`config.mk`:
```
export PLATFORM = sky130hd
export DESIGN_NAME = bitmap_priority_ready_queue_scheduler_core_flat
export DESIGN_NICKNAME = d
export VERILOG_FILES = /design/src/hw/rtl/bprq_pkg.sv /design/src/hw/rtl/bprq_req_if.sv /design/src/hw/rtl/bprq_rsp_if.sv /design/src/hw/rtl/bitmap_priority_ready_queue_scheduler_core.sv /design/src/hw/rtl/bprq_dp.sv /design/src/hw/rtl/bprq_ctrl.sv /design/src/flat_wrapper.sv
export SDC_FILE = /design/constraint.sdc
export NUM_CORES = 1
export LEC_CHECK = 0
export ABC_AREA = 1
export BUFFER_PORTS_ARGS = -buffer_cell sky130_fd_sc_hd__buf_2
export CAP_MARGIN = 10
export CORE_AREA = 2 2 351 353
export CTS_CLUSTER_SIZE = 12
export DETAILED_ROUTE_END_ITERATION = 8
export DIE_AREA = 0 0 353 355
export PLACE_DENSITY = 0.52
export SLEW_MARGIN = 20
export SYNTH_ARGS = -nofsm -noshare
export SYNTH_HDL_FRONTEND = slang
export SYNTH_SLANG_ARGS = --single-unit
```
`constraint.sdc`:
```
create_clock -name i_clk -period 5 [get_ports i_clk]
set_clock_uncertainty 0.2 [all_clocks]
set_input_delay 0.5 -clock i_clk [delete_from_list [all_inputs] [get_ports i_clk]]
set_output_delay 0.5 -clock i_clk [all_outputs]
set_load 0.03 [all_outputs]
```
`src/hw/rtl/bprq_pkg.sv`:
```
// ----------------------------------------------------------------------------
// bprq_pkg
// Shared sizes, codes and controller/datapath bundles for the bitmap
// priority ready-queue scheduler.
// ----------------------------------------------------------------------------
`default_nettype none

package bprq_pkg;

    localparam int LEVELS  = 32;
    localparam int THREADS = 32;

    localparam int LVL_W  = (LEVELS > 1) ? $clog2(LEVELS) : 1;
    localparam int THR_W  = (THREADS > 1) ? $clog2(THREADS) : 1;
    localparam int LINK_W = $clog2(THREADS + 1);

    // link value meaning "no neighbour"
    localparam logic [LINK_W-1:0] NOLINK = LINK_W'(THREADS);

    typedef enum logic [1:0] {
        REQ_INSERT   = 2'd0,
        REQ_REMOVE   = 2'd1,
        REQ_SCHEDULE = 2'd2,
        REQ_NOP      = 2'd3
    } t_req;

    typedef enum logic [1:0] {
        ST_OK          = 2'd0,
        ST_NONE_READY  = 2'd1,
        ST_ALREADY_Q   = 2'd2,
        ST_NOT_QUEUED  = 2'd3
    } t_status;

    typedef struct packed {
        logic    accept;
        logic    ins_wr;
        logic    ins_link;
        logic    rem_wr;
        logic    sched_upd;
        logic    load_out;
        t_status status;
    } t_dp_cmd;

    typedef struct packed {
        logic tid_ok;
        logic tid_queued;
        logic mask_any;
        logic ins_link;
        logic out_free;
    } t_dp_sts;

    // lowest set bit of the ready bitmap
    function automatic logic [LVL_W-1:0] find_first_set(input logic [LEVELS-1:0] m);
        logic [LVL_W-1:0] idx;
        idx = '0;
        for (int i = LEVELS - 1; i >= 0; i--) begin
            if (m[i]) idx = LVL_W'(i);
        end
        return idx;
    endfunction

endpackage

`default_nettype wire

```
`src/hw/rtl/bprq_req_if.sv`:
```
// ----------------------------------------------------------------------------
// bprq_req_if
// Request channel: valid/ready handshake with the request word.
// ----------------------------------------------------------------------------
`default_nettype none

interface bprq_req_if;
    logic       valid;
    logic       ready;
    logic [1:0] req_type;
    logic [4:0] thread_id;
    logic [4:0] priority_req;

    modport source (output valid, output req_type, output thread_id,
                    output priority_req, input ready);
    modport sink   (input valid, input req_type, input thread_id,
                    input priority_req, output ready);
endinterface

`default_nettype wire

```
`src/hw/rtl/bprq_rsp_if.sv`:
```
// ----------------------------------------------------------------------------
// bprq_rsp_if
// Response channel: valid/ready handshake with the result word.
// ----------------------------------------------------------------------------
`default_nettype none

interface bprq_rsp_if;
    logic       valid;
    logic       ready;
    logic [1:0] status;
    logic       switched;
    logic [4:0] next_thread;
    logic [4:0] prev_thread;
    logic       prev_valid;
    logic [4:0] run_level;
    logic       any_ready;

    modport source (output valid, output status, output switched, output next_thread,
                    output prev_thread, output prev_valid, output run_level,
                    output any_ready, input ready);
    modport sink   (input valid, input status, input switched, input next_thread,
                    input prev_thread, input prev_valid, input run_level,
                    input any_ready, output ready);
endinterface

`default_nettype wire

```
`src/hw/rtl/bitmap_priority_ready_queue_scheduler_core.sv`:
```
// ----------------------------------------------------------------------------
// bitmap_priority_ready_queue_scheduler_core
// Ready-queue scheduler with one FIFO list per priority level and a ready
// bitmap searched by find-first-set.
// ----------------------------------------------------------------------------
//  channel   dir  handshake        word
//  i_req     in   valid / ready    req_type, thread_id, priority_req
//  o_rsp     out  valid / ready    status, switched, next_thread, prev_thread,
//                                  prev_valid, run_level, any_ready
//
//  Remove, schedule and rejected requests pass S_REM_WR, S_SCHED or S_FIN; insert
//  passes S_INS_WR, then S_INS_LINK when its level already holds threads: each
//  list memory has one write port; linking the old tail is a second next-link write.
//  Reset clears the bitmap, queued flags and running thread at once; the list
//  memories need no clearing pass.
//  A result waiting on o_rsp does not block the next accept; the final cycle
//  of the following request holds until the result word is taken.
// ----------------------------------------------------------------------------
`default_nettype none

module bitmap_priority_ready_queue_scheduler_core (
    input  wire logic  i_clk,
    input  wire logic  i_rst_n,
    bprq_req_if.sink   i_req,
    bprq_rsp_if.source o_rsp
);
    import bprq_pkg::*;

    t_dp_cmd cmd;
    t_dp_sts sts;
    logic    in_ready;

    bprq_ctrl u_ctrl (
        .i_clk      (i_clk),
        .i_rst_n    (i_rst_n),
        .i_in_valid (i_req.valid),
        .i_req_type (i_req.req_type),
        .i_sts      (sts),
        .o_in_ready (in_ready),
        .o_cmd      (cmd)
    );

    bprq_dp u_dp (
        .i_clk          (i_clk),
        .i_rst_n        (i_rst_n),
        .i_cmd          (cmd),
        .i_thread_id    (i_req.thread_id),
        .i_priority_req (i_req.priority_req),
        .i_out_ready    (o_rsp.ready),
        .o_sts          (sts),
        .o_out_valid    (o_rsp.valid),
        .o_status       (o_rsp.status),
        .o_switched     (o_rsp.switched),
        .o_next_thread  (o_rsp.next_thread),
        .o_prev_thread  (o_rsp.prev_thread),
        .o_prev_valid   (o_rsp.prev_valid),
        .o_run_level    (o_rsp.run_level),
        .o_any_ready    (o_rsp.any_ready)
    );

    assign i_req.ready = in_ready;

endmodule

`default_nettype wire

```
`src/hw/rtl/bprq_dp.sv`:
```
// ----------------------------------------------------------------------------
// bprq_dp
// Datapath: ready bitmap, queued flags, per-level list memories, running
// thread state and the result register.
// ----------------------------------------------------------------------------
`default_nettype none

module bprq_dp (
    input  wire logic              i_clk,
    input  wire logic              i_rst_n,
    input  wire bprq_pkg::t_dp_cmd i_cmd,
    input  wire logic [4:0]        i_thread_id,
    input  wire logic [4:0]        i_priority_req,
    input  wire logic              i_out_ready,
    output bprq_pkg::t_dp_sts      o_sts,
    output logic                   o_out_valid,
    output logic [1:0]             o_status,
    output logic                   o_switched,
    output logic [4:0]             o_next_thread,
    output logic [4:0]             o_prev_thread,
    output logic                   o_prev_valid,
    output logic [4:0]             o_run_level,
    output logic                   o_any_ready
);
    import bprq_pkg::*;

    // list memories
    logic [THR_W-1:0]  r_head_mem [LEVELS];
    logic [THR_W-1:0]  r_tail_mem [LEVELS];
    logic [LINK_W-1:0] r_next_mem [THREADS];
    logic [LINK_W-1:0] r_prev_mem [THREADS];
    logic [LVL_W-1:0]  r_lvl_mem  [THREADS];

    // registered read data
    logic [THR_W-1:0]  r_head_rd;
    logic [THR_W-1:0]  r_tail_rd;
    logic [LINK_W-1:0] r_next_rd;
    logic [LINK_W-1:0] r_prev_rd;
    logic [LVL_W-1:0]  r_lvl_rd;

    // captured request
    logic [THR_W-1:0]  r_tid;
    logic [LVL_W-1:0]  r_lv;

    // control state
    logic [LEVELS-1:0]  r_mask,  n_mask;
    logic [THREADS-1:0] r_queued;
    logic [THR_W-1:0]   r_run_thr, n_run_thr;
    logic               r_run_vld, n_run_vld;
    logic [LVL_W-1:0]   r_run_lvl, n_run_lvl;

    // result register
    logic               r_out_valid;
    t_status            r_out_status;
    logic               r_out_switched;
    logic [4:0]         r_out_next;
    logic [4:0]         r_out_prev;
    logic               r_out_prev_vld;
    logic [4:0]         r_out_level;
    logic               r_out_any;

    logic [LVL_W-1:0]   lv_in;
    logic [THR_W-1:0]   tid_idx;
    logic               tid_ok;
    logic [LVL_W-1:0]   hit_lv;
    logic               pv_ok, nx_ok;
    logic [THR_W-1:0]   pv_idx, nx_idx;
    logic               sw;
    logic               out_free;

    logic               head_we, tail_we, next_we, prev_we, lvl_we;
    logic [LVL_W-1:0]   head_wa, tail_wa;
    logic [THR_W-1:0]   head_wd, tail_wd;
    logic [THR_W-1:0]   next_wa, prev_wa;
    logic [LINK_W-1:0]  next_wd, prev_wd;

    always_comb begin
        lv_in   = (int'(i_priority_req) >= LEVELS) ? LVL_W'(LEVELS - 1)
                                                   : LVL_W'(i_priority_req);
        tid_idx = THR_W'(i_thread_id);
        tid_ok  = int'(i_thread_id) < THREADS;
        hit_lv  = find_first_set(r_mask);

        pv_ok   = r_prev_rd < NOLINK;
        nx_ok   = r_next_rd < NOLINK;
        pv_idx  = THR_W'(r_prev_rd);
        nx_idx  = THR_W'(r_next_rd);

        out_free = !r_out_valid || i_out_ready;
    end

    // memory write decode
    always_comb begin
        head_we = 1'b0; head_wa = r_lv; head_wd = r_tid;
        tail_we = 1'b0; tail_wa = r_lv; tail_wd = r_tid;
        next_we = 1'b0; next_wa = r_tid; next_wd = NOLINK;
        prev_we = 1'b0; prev_wa = r_tid; prev_wd = NOLINK;
        lvl_we  = i_cmd.ins_wr;

        if (i_cmd.ins_wr) begin
            head_we = !r_mask[r_lv];
            tail_we = 1'b1;
            next_we = 1'b1;
            prev_we = 1'b1;
            prev_wd = r_mask[r_lv] ? LINK_W'(r_tail_rd) : NOLINK;
        end else if (i_cmd.ins_link) begin
            next_we = 1'b1;
            next_wa = r_tail_rd;
            next_wd = LINK_W'(r_tid);
        end else if (i_cmd.rem_wr) begin
            // unlink: bridge neighbours, or move the head/tail of the level
            head_we = !pv_ok && nx_ok;
            head_wa = r_lvl_rd;
            head_wd = nx_idx;
            tail_we = !nx_ok && pv_ok;
            tail_wa = r_lvl_rd;
            tail_wd = pv_idx;
            next_we = pv_ok;
            next_wa = pv_idx;
            next_wd = r_next_rd;
            prev_we = nx_ok;
            prev_wa = nx_idx;
            prev_wd = r_prev_rd;
        end
    end

    // next values of the bitmap and running thread
    always_comb begin
        n_mask    = r_mask;
        n_run_thr = r_run_thr;
        n_run_vld = r_run_vld;
        n_run_lvl = r_run_lvl;
        sw        = i_cmd.sched_upd && (!r_run_vld || r_head_rd != r_run_thr);

        if (i_cmd.ins_wr) begin
            n_mask[r_lv] = 1'b1;
        end
        if (i_cmd.rem_wr && !pv_ok && !nx_ok) begin
            n_mask[r_lvl_rd] = 1'b0;
        end
        // bitmap is untouched since accept, so the search still names the head's level
        if (sw) begin
            n_run_thr = r_head_rd;
            n_run_vld = 1'b1;
            n_run_lvl = hit_lv;
        end
    end

    always_ff @(posedge i_clk) begin
        if (head_we) r_head_mem[head_wa] <= head_wd;
        if (i_cmd.accept) r_head_rd <= r_head_mem[hit_lv];
    end

    always_ff @(posedge i_clk) begin
        if (tail_we) r_tail_mem[tail_wa] <= tail_wd;
        if (i_cmd.accept) r_tail_rd <= r_tail_mem[lv_in];
    end

    always_ff @(posedge i_clk) begin
        if (next_we) r_next_mem[next_wa] <= next_wd;
        if (i_cmd.accept) r_next_rd <= r_next_mem[tid_idx];
    end

    always_ff @(posedge i_clk) begin
        if (prev_we) r_prev_mem[prev_wa] <= prev_wd;
        if (i_cmd.accept) r_prev_rd <= r_prev_mem[tid_idx];
    end

    always_ff @(posedge i_clk) begin
        if (lvl_we) r_lvl_mem[r_tid] <= r_lv;
        if (i_cmd.accept) r_lvl_rd <= r_lvl_mem[tid_idx];
    end

    // captured request and result payload
    always_ff @(posedge i_clk) begin
        if (i_cmd.accept) begin
            r_tid <= tid_idx;
            r_lv  <= lv_in;
        end
        if (i_cmd.load_out) begin
            r_out_status   <= i_cmd.status;
            r_out_switched <= sw;
            r_out_next     <= n_run_vld ? 5'(n_run_thr) : 5'd0;
            r_out_prev     <= (sw && r_run_vld) ? 5'(r_run_thr) : 5'd0;
            r_out_prev_vld <= sw && r_run_vld;
            r_out_level    <= 5'(n_run_lvl);
            r_out_any      <= |n_mask;
        end
    end

    // control state
    always_ff @(posedge i_clk) begin
        if (!i_rst_n) begin
            r_mask      <= '0;
            r_queued    <= '0;
            r_run_thr   <= '0;
            r_run_vld   <= 1'b0;
            r_run_lvl   <= LVL_W'(LEVELS - 1);
            r_out_valid <= 1'b0;
        end else begin
            r_mask    <= n_mask;
            r_run_thr <= n_run_thr;
            r_run_vld <= n_run_vld;
            r_run_lvl <= n_run_lvl;
            if (i_cmd.ins_wr) r_queued[r_tid] <= 1'b1;
            if (i_cmd.rem_wr) r_queued[r_tid] <= 1'b0;
            if (i_cmd.load_out) begin
                r_out_valid <= 1'b1;
            end else if (i_out_ready) begin
                r_out_valid <= 1'b0;
            end
        end
    end

    always_comb begin
        o_sts.tid_ok     = tid_ok;
        o_sts.tid_queued = tid_ok && r_queued[tid_idx];
        o_sts.mask_any   = |r_mask;
        o_sts.ins_link   = r_mask[r_lv];
        o_sts.out_free   = out_free;
    end

    assign o_out_valid   = r_out_valid;
    assign o_status      = r_out_status;
    assign o_switched    = r_out_switched;
    assign o_next_thread = r_out_next;
    assign o_prev_thread = r_out_prev;
    assign o_prev_valid  = r_out_prev_vld;
    assign o_run_level   = r_out_level;
    assign o_any_ready   = r_out_any;

endmodule

`default_nettype wire

```
`src/hw/rtl/bprq_ctrl.sv`:
```
// ----------------------------------------------------------------------------
// bprq_ctrl
// Request sequencer: checks a request on accept, then steps the datapath
// through the list reads and writes and the result load.
// ----------------------------------------------------------------------------
`default_nettype none

module bprq_ctrl (
    input  wire logic              i_clk,
    input  wire logic              i_rst_n,
    input  wire logic              i_in_valid,
    input  wire logic [1:0]        i_req_type,
    input  wire bprq_pkg::t_dp_sts i_sts,
    output logic                   o_in_ready,
    output bprq_pkg::t_dp_cmd      o_cmd
);
    import bprq_pkg::*;

    typedef enum logic [2:0] {
        S_IDLE,
        S_INS_WR,
        S_INS_LINK,
        S_REM_WR,
        S_SCHED,
        S_FIN
    } t_state;

    t_state  r_state, n_state;
    t_status r_status, n_status;
    t_req    req;
    logic    take;

    always_comb begin
        req        = t_req'(i_req_type);
        take       = (r_state == S_IDLE) && i_in_valid;
        o_in_ready = (r_state == S_IDLE);

        n_state  = r_state;
        n_status = r_status;
        o_cmd    = '0;
        o_cmd.status = r_status;

        case (r_state)
            S_IDLE: begin
                if (take) begin
                    o_cmd.accept = 1'b1;
                    n_status     = ST_OK;
                    n_state      = S_FIN;
                    case (req)
                        REQ_INSERT: begin
                            if (!i_sts.tid_ok) begin
                                n_status = ST_NOT_QUEUED;
                            end else if (i_sts.tid_queued) begin
                                n_status = ST_ALREADY_Q;
                            end else begin
                                n_state = S_INS_WR;
                            end
                        end
                        REQ_REMOVE: begin
                            if (!i_sts.tid_queued) begin
                                n_status = ST_NOT_QUEUED;
                            end else begin
                                n_state = S_REM_WR;
                            end
                        end
                        REQ_SCHEDULE: begin
                            if (!i_sts.mask_any) begin
                                n_status = ST_NONE_READY;
                            end else begin
                                n_state = S_SCHED;
                            end
                        end
                        default: begin
                            n_status = ST_OK;
                        end
                    endcase
                end
            end
            S_INS_WR: begin
                // tail link of a non-empty level needs a second write, in S_INS_LINK
                if (i_sts.ins_link) begin
                    o_cmd.ins_wr = 1'b1;
                    n_state      = S_INS_LINK;
                end else if (i_sts.out_free) begin
                    o_cmd.ins_wr   = 1'b1;
                    o_cmd.load_out = 1'b1;
                    n_state        = S_IDLE;
                end
            end
            S_INS_LINK: begin
                if (i_sts.out_free) begin
                    o_cmd.ins_link = 1'b1;
                    o_cmd.load_out = 1'b1;
                    n_state        = S_IDLE;
                end
            end
            S_REM_WR: begin
                if (i_sts.out_free) begin
                    o_cmd.rem_wr   = 1'b1;
                    o_cmd.load_out = 1'b1;
                    n_state        = S_IDLE;
                end
            end
            S_SCHED: begin
                if (i_sts.out_free) begin
                    o_cmd.sched_upd = 1'b1;
                    o_cmd.load_out  = 1'b1;
                    n_state         = S_IDLE;
                end
            end
            S_FIN: begin
                if (i_sts.out_free) begin
                    o_cmd.load_out = 1'b1;
                    n_state        = S_IDLE;
                end
            end
            default: begin
                n_state = S_IDLE;
            end
        endcase
    end

    always_ff @(posedge i_clk) begin
        if (!i_rst_n) begin
            r_state  <= S_IDLE;
            r_status <= ST_OK;
        end else begin
            r_state  <= n_state;
            r_status <= n_status;
        end
    end

endmodule

`default_nettype wire
```
`src/flat_wrapper.sv`:
```
// flat-port wrapper written by rule: the top's interface ports become plain ports
module bitmap_priority_ready_queue_scheduler_core_flat import bprq_pkg::*;
  (i_clk, i_rst_n, i_req_valid, i_req_req_type, i_req_thread_id, i_req_priority_req, i_req_ready, o_rsp_valid, o_rsp_status, o_rsp_switched, o_rsp_next_thread, o_rsp_prev_thread, o_rsp_prev_valid, o_rsp_run_level, o_rsp_any_ready, o_rsp_ready);
  bprq_req_if i_req_i ();
  bprq_rsp_if o_rsp_i ();
  input  wire logic i_clk;
  input  wire logic i_rst_n;
  input wire logic [$bits(i_req_i.valid)-1:0] i_req_valid;
  input wire logic [$bits(i_req_i.req_type)-1:0] i_req_req_type;
  input wire logic [$bits(i_req_i.thread_id)-1:0] i_req_thread_id;
  input wire logic [$bits(i_req_i.priority_req)-1:0] i_req_priority_req;
  output wire logic [$bits(i_req_i.ready)-1:0] i_req_ready;
  output wire logic [$bits(o_rsp_i.valid)-1:0] o_rsp_valid;
  output wire logic [$bits(o_rsp_i.status)-1:0] o_rsp_status;
  output wire logic [$bits(o_rsp_i.switched)-1:0] o_rsp_switched;
  output wire logic [$bits(o_rsp_i.next_thread)-1:0] o_rsp_next_thread;
  output wire logic [$bits(o_rsp_i.prev_thread)-1:0] o_rsp_prev_thread;
  output wire logic [$bits(o_rsp_i.prev_valid)-1:0] o_rsp_prev_valid;
  output wire logic [$bits(o_rsp_i.run_level)-1:0] o_rsp_run_level;
  output wire logic [$bits(o_rsp_i.any_ready)-1:0] o_rsp_any_ready;
  input wire logic [$bits(o_rsp_i.ready)-1:0] o_rsp_ready;
  assign i_req_i.valid = i_req_valid;
  assign i_req_i.req_type = i_req_req_type;
  assign i_req_i.thread_id = i_req_thread_id;
  assign i_req_i.priority_req = i_req_priority_req;
  assign i_req_ready = i_req_i.ready;
  assign o_rsp_valid = o_rsp_i.valid;
  assign o_rsp_status = o_rsp_i.status;
  assign o_rsp_switched = o_rsp_i.switched;
  assign o_rsp_next_thread = o_rsp_i.next_thread;
  assign o_rsp_prev_thread = o_rsp_i.prev_thread;
  assign o_rsp_prev_valid = o_rsp_i.prev_valid;
  assign o_rsp_run_level = o_rsp_i.run_level;
  assign o_rsp_any_ready = o_rsp_i.any_ready;
  assign o_rsp_i.ready = o_rsp_ready;
  bitmap_priority_ready_queue_scheduler_core u_core (.i_clk(i_clk), .i_rst_n(i_rst_n), .i_req(i_req_i), .o_rsp(o_rsp_i));
endmodule
```
; Word level (Yosys, flattened, before mapping)
; Memory sizes are Yosys's and may differ from the RTL's. A register that Yosys moved wholly into a read port is not among the register bits.
; Index checks and enable logic that the tools add are counted.
[totals]
ramBits = 864
wordCells = 186
mem_count = 5
in_bits = 16
regBits = 111
output_inout_bits = 22
[mem_list]
columns = name, depth, width, read_ports, rd_ports_with_merged_regs, write_ports, line_no
row1 = u_core.u_dp.r_next_mem, 32, 6, 1, 1, 1, bprq_dp.sv:30  ; logic [LINK_W-1:0] r_next_mem [THREADS];
row2 = u_core.u_dp.r_prev_mem, 32, 6, 1, 1, 1, bprq_dp.sv:31  ; logic [LINK_W-1:0] r_prev_mem [THREADS];
row3 = u_core.u_dp.r_head_mem, 32, 5, 1, 1, 1, bprq_dp.sv:28  ; logic [THR_W-1:0] r_head_mem [LEVELS];
row4 = u_core.u_dp.r_lvl_mem, 32, 5, 1, 1, 1, bprq_dp.sv:32  ; logic [LVL_W-1:0] r_lvl_mem [THREADS];
row5 = u_core.u_dp.r_tail_mem, 32, 5, 1, 1, 1, bprq_dp.sv:29  ; logic [THR_W-1:0] r_tail_mem [LEVELS];
[op_classes]
n_reduce_logical = 25
n_eq_ne = 9
order_cmp = 9
n_mux = 115
bitwise = 6
[op_table]
columns = cell, count
row1 = 5-bit 2-to-1 mux, 45
row2 = 32-bit 2-to-1 mux, 5
row3 = 32-bit AND, 2
row4 = 32-bit NOT, 2
row5 = 32-bit bitwise OR, 2
row6 = 32-bit OR reduction, 2
row7 = 6-bit 2-to-1 mux, 7
row8 = 1-bit 2-to-1 mux, 41
row9 = 5-bit by 6-bit less-than comparator with 1-bit output (second input constant), 4
row10 = 3-bit case mux with 3 select lines, 2
row11 = 1-bit demux with 5-bit select, 3
row12 = 5-bit by 1-bit greater-or-equal comparator with 1-bit output (second input constant), 3
row13 = 3-bit 2-to-1 mux, 5
row14 = 6-bit less-than comparator (second input constant), 2
row15 = 1-bit binary-select mux with 5-bit select, 2
row16 = 1-bit logical AND, 10
row17 = 3-bit by 2-bit == test with 1-bit output (second input constant), 2
row18 = 3-bit == test (second input constant), 2
row19 = 2-bit 2-to-1 mux, 3
row20 = 2-bit case mux with 3 select lines, 1
row21 = 1-bit zero test, 5
row22 = 5-bit inequality test, 1
row23 = 4-bit OR reduction, 1
row24 = 3-bit by 1-bit == test with 1-bit output (second input constant), 1
row25 = other kinds (10), 11

; Logic depth before layout (Yosys ltp)
[logic_depth]
word_depth = 33
depth_mapped = 41
depth_no_buf = 40

; Modules after synthesis
; Synthesis repeated with hierarchy kept, for this count alone.
[hier_totals]
hier_cells = 3656
hier_area_um2 = 41788.8
[by_module_without_submodules]
columns = mod, cells_per_inst, seq_area_each_um2, instances, area_each_um2
row1 = bprq_dp, 3591, 29178.0, 1, 41374.7
row2 = bprq_ctrl, 65, 100.1, 1, 414.1

; Least setup slack after synthesis
; No wires, ideal clock.
[synth_path]
path_type = input to register
start = input port o_rsp_ready
end = memory u_core.u_dp.r_prev_mem[17][0] in the netlist's numbering (enable)
t_arrival_ps = 3844
path_slack_ps = 570
stages = 8
path_cell_list = nor2_1 > nor3_2 > inv_2 > o21ai_0 > nor2_1 > nor3_1 > inv_1 > nor4_1
[synth_between]
elab_chain_len = 8
elab_cells_between_ends = 14
[synth_lines]
columns = element, line_no
row1 = start: declaration, flat_wrapper.sv:21  ; input wire logic [$bits(o_rsp_i.ready)-1:0] o_rsp_ready;
row2 = 1-bit logical OR (*), bprq_dp.sv:89  ; out_free = !r_out_valid || i_out_ready;
row3 = 1-bit 2-to-1 mux (*), "bprq_ctrl.sv:84, bprq_ctrl.sv:91, bprq_ctrl.sv:98"
row4 = 1-bit 2-to-1 mux, bprq_ctrl.sv:43  ; case (r_state)
row5 = 1-bit 2-to-1 mux, bprq_dp.sv:110  ; end else if (i_cmd.rem_wr) begin
row6 = 1-bit 2-to-1 mux, bprq_dp.sv:106  ; end else if (i_cmd.ins_link) begin
row7 = 1-bit 2-to-1 mux, bprq_dp.sv:100  ; if (i_cmd.ins_wr) begin
row8 = 1-bit 2-to-1 mux, bprq_dp.sv:165  ; if (prev_we) r_prev_mem[prev_wa] <= prev_wd;
row9 = 1-bit 2-to-1 mux (not written as such), bprq_dp.sv:165
row10 = end: declaration, bprq_dp.sv:31
; Every way passes the cells marked *; elsewhere a longest branch is shown, timed or not.

; Worst setup path in the final report
[layout_path]
start = register u_core.u_dp.r_lv[1]
end = memory u_core.u_dp.r_tail_mem[23][0] in the netlist's numbering (enable)
[layout_between]
elab_chain_len = 7
elab_cells_between_ends = 10
[layout_lines]
columns = element, line_no
row1 = start: declaration, bprq_dp.sv:43  ; logic [LVL_W-1:0] r_lv;
row2 = start signal: assignment, bprq_dp.sv:178  ; r_lv <= lv_in;
row3 = 1-bit binary-select mux with 5-bit select, bprq_dp.sv:219  ; o_sts.ins_link = r_mask[r_lv];
row4 = 1-bit 2-to-1 mux (not written as such), bprq_dp.sv:219
row5 = 1-bit 2-to-1 mux, bprq_ctrl.sv:81  ; if (i_sts.ins_link) begin
row6 = 1-bit 2-to-1 mux, bprq_ctrl.sv:43
row7 = 1-bit 2-to-1 mux, bprq_dp.sv:100
row8 = 1-bit 2-to-1 mux, bprq_dp.sv:155  ; if (tail_we) r_tail_mem[tail_wa] <= tail_wd;
row9 = 1-bit 2-to-1 mux (not written as such), bprq_dp.sv:155
row10 = end: declaration, bprq_dp.sv:29
; Parallel ways exist; a longest one is shown, timed or not. The select of a mux whose other input is x is not followed.

==> results.sh <==
export IMPL_antenna_cells=0
export IMPL_port_buffers=37
export IMPL_top_level_ports=38
export IMPL_vias_per_cell=5.27
export IMPL_cts_hold_buf=6
export IMPL_finalHoldViolCount=0
export IMPL_grt_first_pass_wirelength_mm=178
export IMPL_path_clk_slew_ns=0.06
export IMPL_die_area_um2=125000
export IMPL_status="finished, final reports clean"
export IMPL_syn_nets=3749
export IMPL_stdcell_area_um2=47800
export IMPL_syn_area_per_cell_um2=11.3
export IMPL_rows=128
export IMPL_clockBufferDepth=3
export IMPL_cts_resized=0
export IMPL_p_per_area_nw_per_um2=471
export IMPL_drc=0
export IMPL_nFillCells=11800
export IMPL_crit_fanout=32
export IMPL_post_cts_buffers=0
export IMPL_wl_per_cell_um=21.5
export IMPL_fmax_mhz=229
export IMPL_rsz0062_at_grt="false"
export IMPL_place_inst=5246
export IMPL_area_growth_syn_to_layout_pct=13.0
export IMPL_drt_iter0_markers=2947
export IMPL_numCtsBuffers=107
export IMPL_fin_hold_ws_ns=0.0674
export IMPL_cts_max_level=3
export IMPL_end_kind="flop"
export IMPL_ys_ff_latch=1002
export IMPL_firstDrtPassIters=5
export IMPL_antenna_found_initial=3
export IMPL_insertion_delay_ns=0.70
export IMPL_synthArstFlopShare_pct=0
export IMPL_overflow=0
export IMPL_setup_viol=0
export IMPL_yosys_warnings=0
export IMPL_cts_tree="done"
export IMPL_start_util_pct=34.9
export IMPL_synth_ff_type="edfxtp_1"
export IMPL_wl_mm=117
export IMPL_core_area_um2=121000
export IMPL_synth_edf_count=921
export IMPL_hold_depth=4
export IMPL_synthDistinctLibCells=46
export IMPL_grt_start_max_net_pins=133
export IMPL_worst_slew_pin_slew_ns=1.10
export IMPL_startpoint_type="flop"
export IMPL_fin_util_pct=39.4
export IMPL_syn_area_um2=42300
export IMPL_critical_path_class="flop to flop"
export IMPL_ant_nets=0
export IMPL_min_period_ns=4.38
export IMPL_fp_dieW_um=353
export IMPL_finalNetCount=3752
export IMPL_grt_usage_pct=18.3
export IMPL_fin_cells=5450
export IMPL_slowest_stage="nor2_1"
export IMPL_worst_ep_required_time_ns=5.21
export IMPL_critPathArrivalTime_ns=4.59
export IMPL_drv_cap=0
export IMPL_post_dp_hpwl_mm=70.4
export IMPL_fin_crit_sh_pct=87.5
export IMPL_vdd_drop_max_uv=332
export IMPL_cts_root_buffer="clkbuf_16"
export IMPL_hold_path_class="input port to flop"
export IMPL_cpPeakStageDelay_ns=0.67
export IMPL_yosysSeqAreaShare_pct=69.1
export IMPL_p_leak_uw=0.0168
export IMPL_vias=28700
export IMPL_drive_gt1_share_pct=9.20
export IMPL_place_congestion=0.872
export IMPL_grt_pass1_vias=28200
export IMPL_placed_area_um2=44400
export IMPL_path_cells="nor2_1 -> inv_1 -> o22ai_1 -> o21ai_0 -> nand2_1 -> a221oi_1 -> and2_1 -> nand2_4 -> o21ai_4 -> inv_4 -> buf_4 -> o21ai_2 -> buf_4 -> nand3_1 -> inv_1"
export IMPL_syn_inst=3733
export IMPL_numClockSinks=1002
export IMPL_setup_tns_ns=0
export IMPL_r2r_cells=15
export IMPL_die_y_um=355
export IMPL_final_max_slew_viol_count=0
export IMPL_relSlewSlack_pct=26.6
==> worst max-delay path, delay by kind of cell, from the launching register on <==
family,cells,cell delay (ns)
buf+inv,5,1.46
flops,1,0.48
simple gates,5,1.24
compound gates,5,0.68
==> per-stage QoR <==
stage	total power, uW	setup slack, ns
floorplan	13300	0.570
global placement	15000	0.585
detailed placement	15000	0.477
CTS	22700	0.657
global route	23500	0.356
finish	22500	0.624
==> synthesized netlist by cell type, types with 2 or more instances <==
| cell | instances | area share, % |
|---|---|---|
| o221ai_1 | 134 | 2.8 |
| a31oi_1 | 46 | 0.68 |
| o21bai_1 | 3 | 0.053 |
| nand3_1 | 260 | 3.1 |
| nand2_4 | 2 | 0.053 |
| inv_2 | 21 | 0.19 |
| o22ai_1 | 80 | 1.2 |
| a221oi_1 | 2 | 0.041 |
| nor3_2 | 40 | 0.95 |
| nand3b_1 | 25 | 0.44 |
| o21ai_0 | 427 | 5.0 |
| edfxtp_1 | 921 | 65 |
| buf_2 | 22 | 0.26 |
| clkbuf_1 | 178 | 1.6 |
| o21a_1 | 2 | 0.035 |
| nand4_1 | 11 | 0.16 |
| nor2_1 | 573 | 5.1 |
| o21ai_1 | 38 | 0.45 |
| inv_1 | 330 | 2.9 |
| a32oi_1 | 19 | 0.39 |
| nor3_1 | 112 | 1.3 |
| buf_1 | 12 | 0.11 |
| clkinv_1 | 2 | 0.018 |
| and2_1 | 2 | 0.030 |
| nand2_1 | 321 | 2.8 |
| or2_2 | 4 | 0.059 |
| nor4_1 | 5 | 0.074 |
| buf_4 | 6 | 0.11 |
| o2111ai_1 | 2 | 0.041 |
| dfxtp_1 | 81 | 3.8 |
| buf_6 | 6 | 0.16 |
| a21oi_1 | 29 | 0.34 |
| a22oi_1 | 4 | 0.071 |
==> registers in the layout, indices dropped and copies added, names as in the netlist, 6 cells and up <==
signal                  flops
u_core.u_dp.r_tail_mem    160
u_core.u_dp.r_mask         32
u_core.u_dp.r_head_mem    160
u_core.u_dp.r_prev_rd       6
u_core.u_dp.r_queued       32
u_core.u_dp.r_next_mem    192
u_core.u_dp.r_next_rd       6
u_core.u_dp.r_lvl_mem     160
u_core.u_dp.r_prev_mem    192
==> layer usage <==
metal,up-vias,GRT usage (%),routed length [um]
li1,13500,-,-
met4,4,4.86,2450
met2,858,29.7,55000
met3,169,2.62,6380
met1,14300,25.9,53500
met5,-,0,26
==> final cells by class <==
type                       instances  area (um2)  area share [%]
inverter                         354        1340            2.80
multi-input combinational       2153       10900            22.8
clock buffer                     153        3010            6.28
sequential                      1002       29300            61.2
clock inverter                    45         400           0.837
timing repair buffer             118         895            1.87
tap                             1625        2030            4.25
==> power breakdown <==
| part | switching (uW) | internal (uW) |
|---|---|---|
| clock network | 3280 | 4480 |
| registers | 185 | 10000 |
| logic | 3570 | 1010 |
==> cell families after synthesis <==
logic type | after synthesis | synth area share, %
AO/OA/AOI/OAI | 792 | 11.2
XOR/XNOR | 1 | 0.0207
buffers and inverters | 578 | 5.35
flip-flops | 1002 | 69.1
AND/OR/NAND/NOR | 1360 | 14.2
==> path summary, 6_finish.rpt <==
kind	to	slack (ns)	startpoint
hold reg to reg	u_core.u_dp.o_status[1]	0.23	u_core.u_ctrl.r_status[1]
setup / recovery	u_core.u_dp.r_tail_mem[23][0]	0.62	u_core.u_dp.r_lv[1]
hold / removal	u_core.u_ctrl.r_state[1]	0.07	i_req_req_type[1]
setup reg to reg	u_core.u_dp.r_tail_mem[23][0]	0.62	u_core.u_dp.r_lv[1]
==> cell usage in the layout (no fill, tap or decap), types with 76 or more instances in the layout <==
master     Yosys  layout
nand2_1      321     319
nor2_1       573     573
nand3_1      260     260
o22ai_1       80      76
dfxtp_1       81      81
edfxtp_1     921     921
inv_1        330     327
clkbuf_16      0     111
o221ai_1     134     134
o21ai_0      427     425
nor3_1       112     112
(Power assumes the default switching activity.)
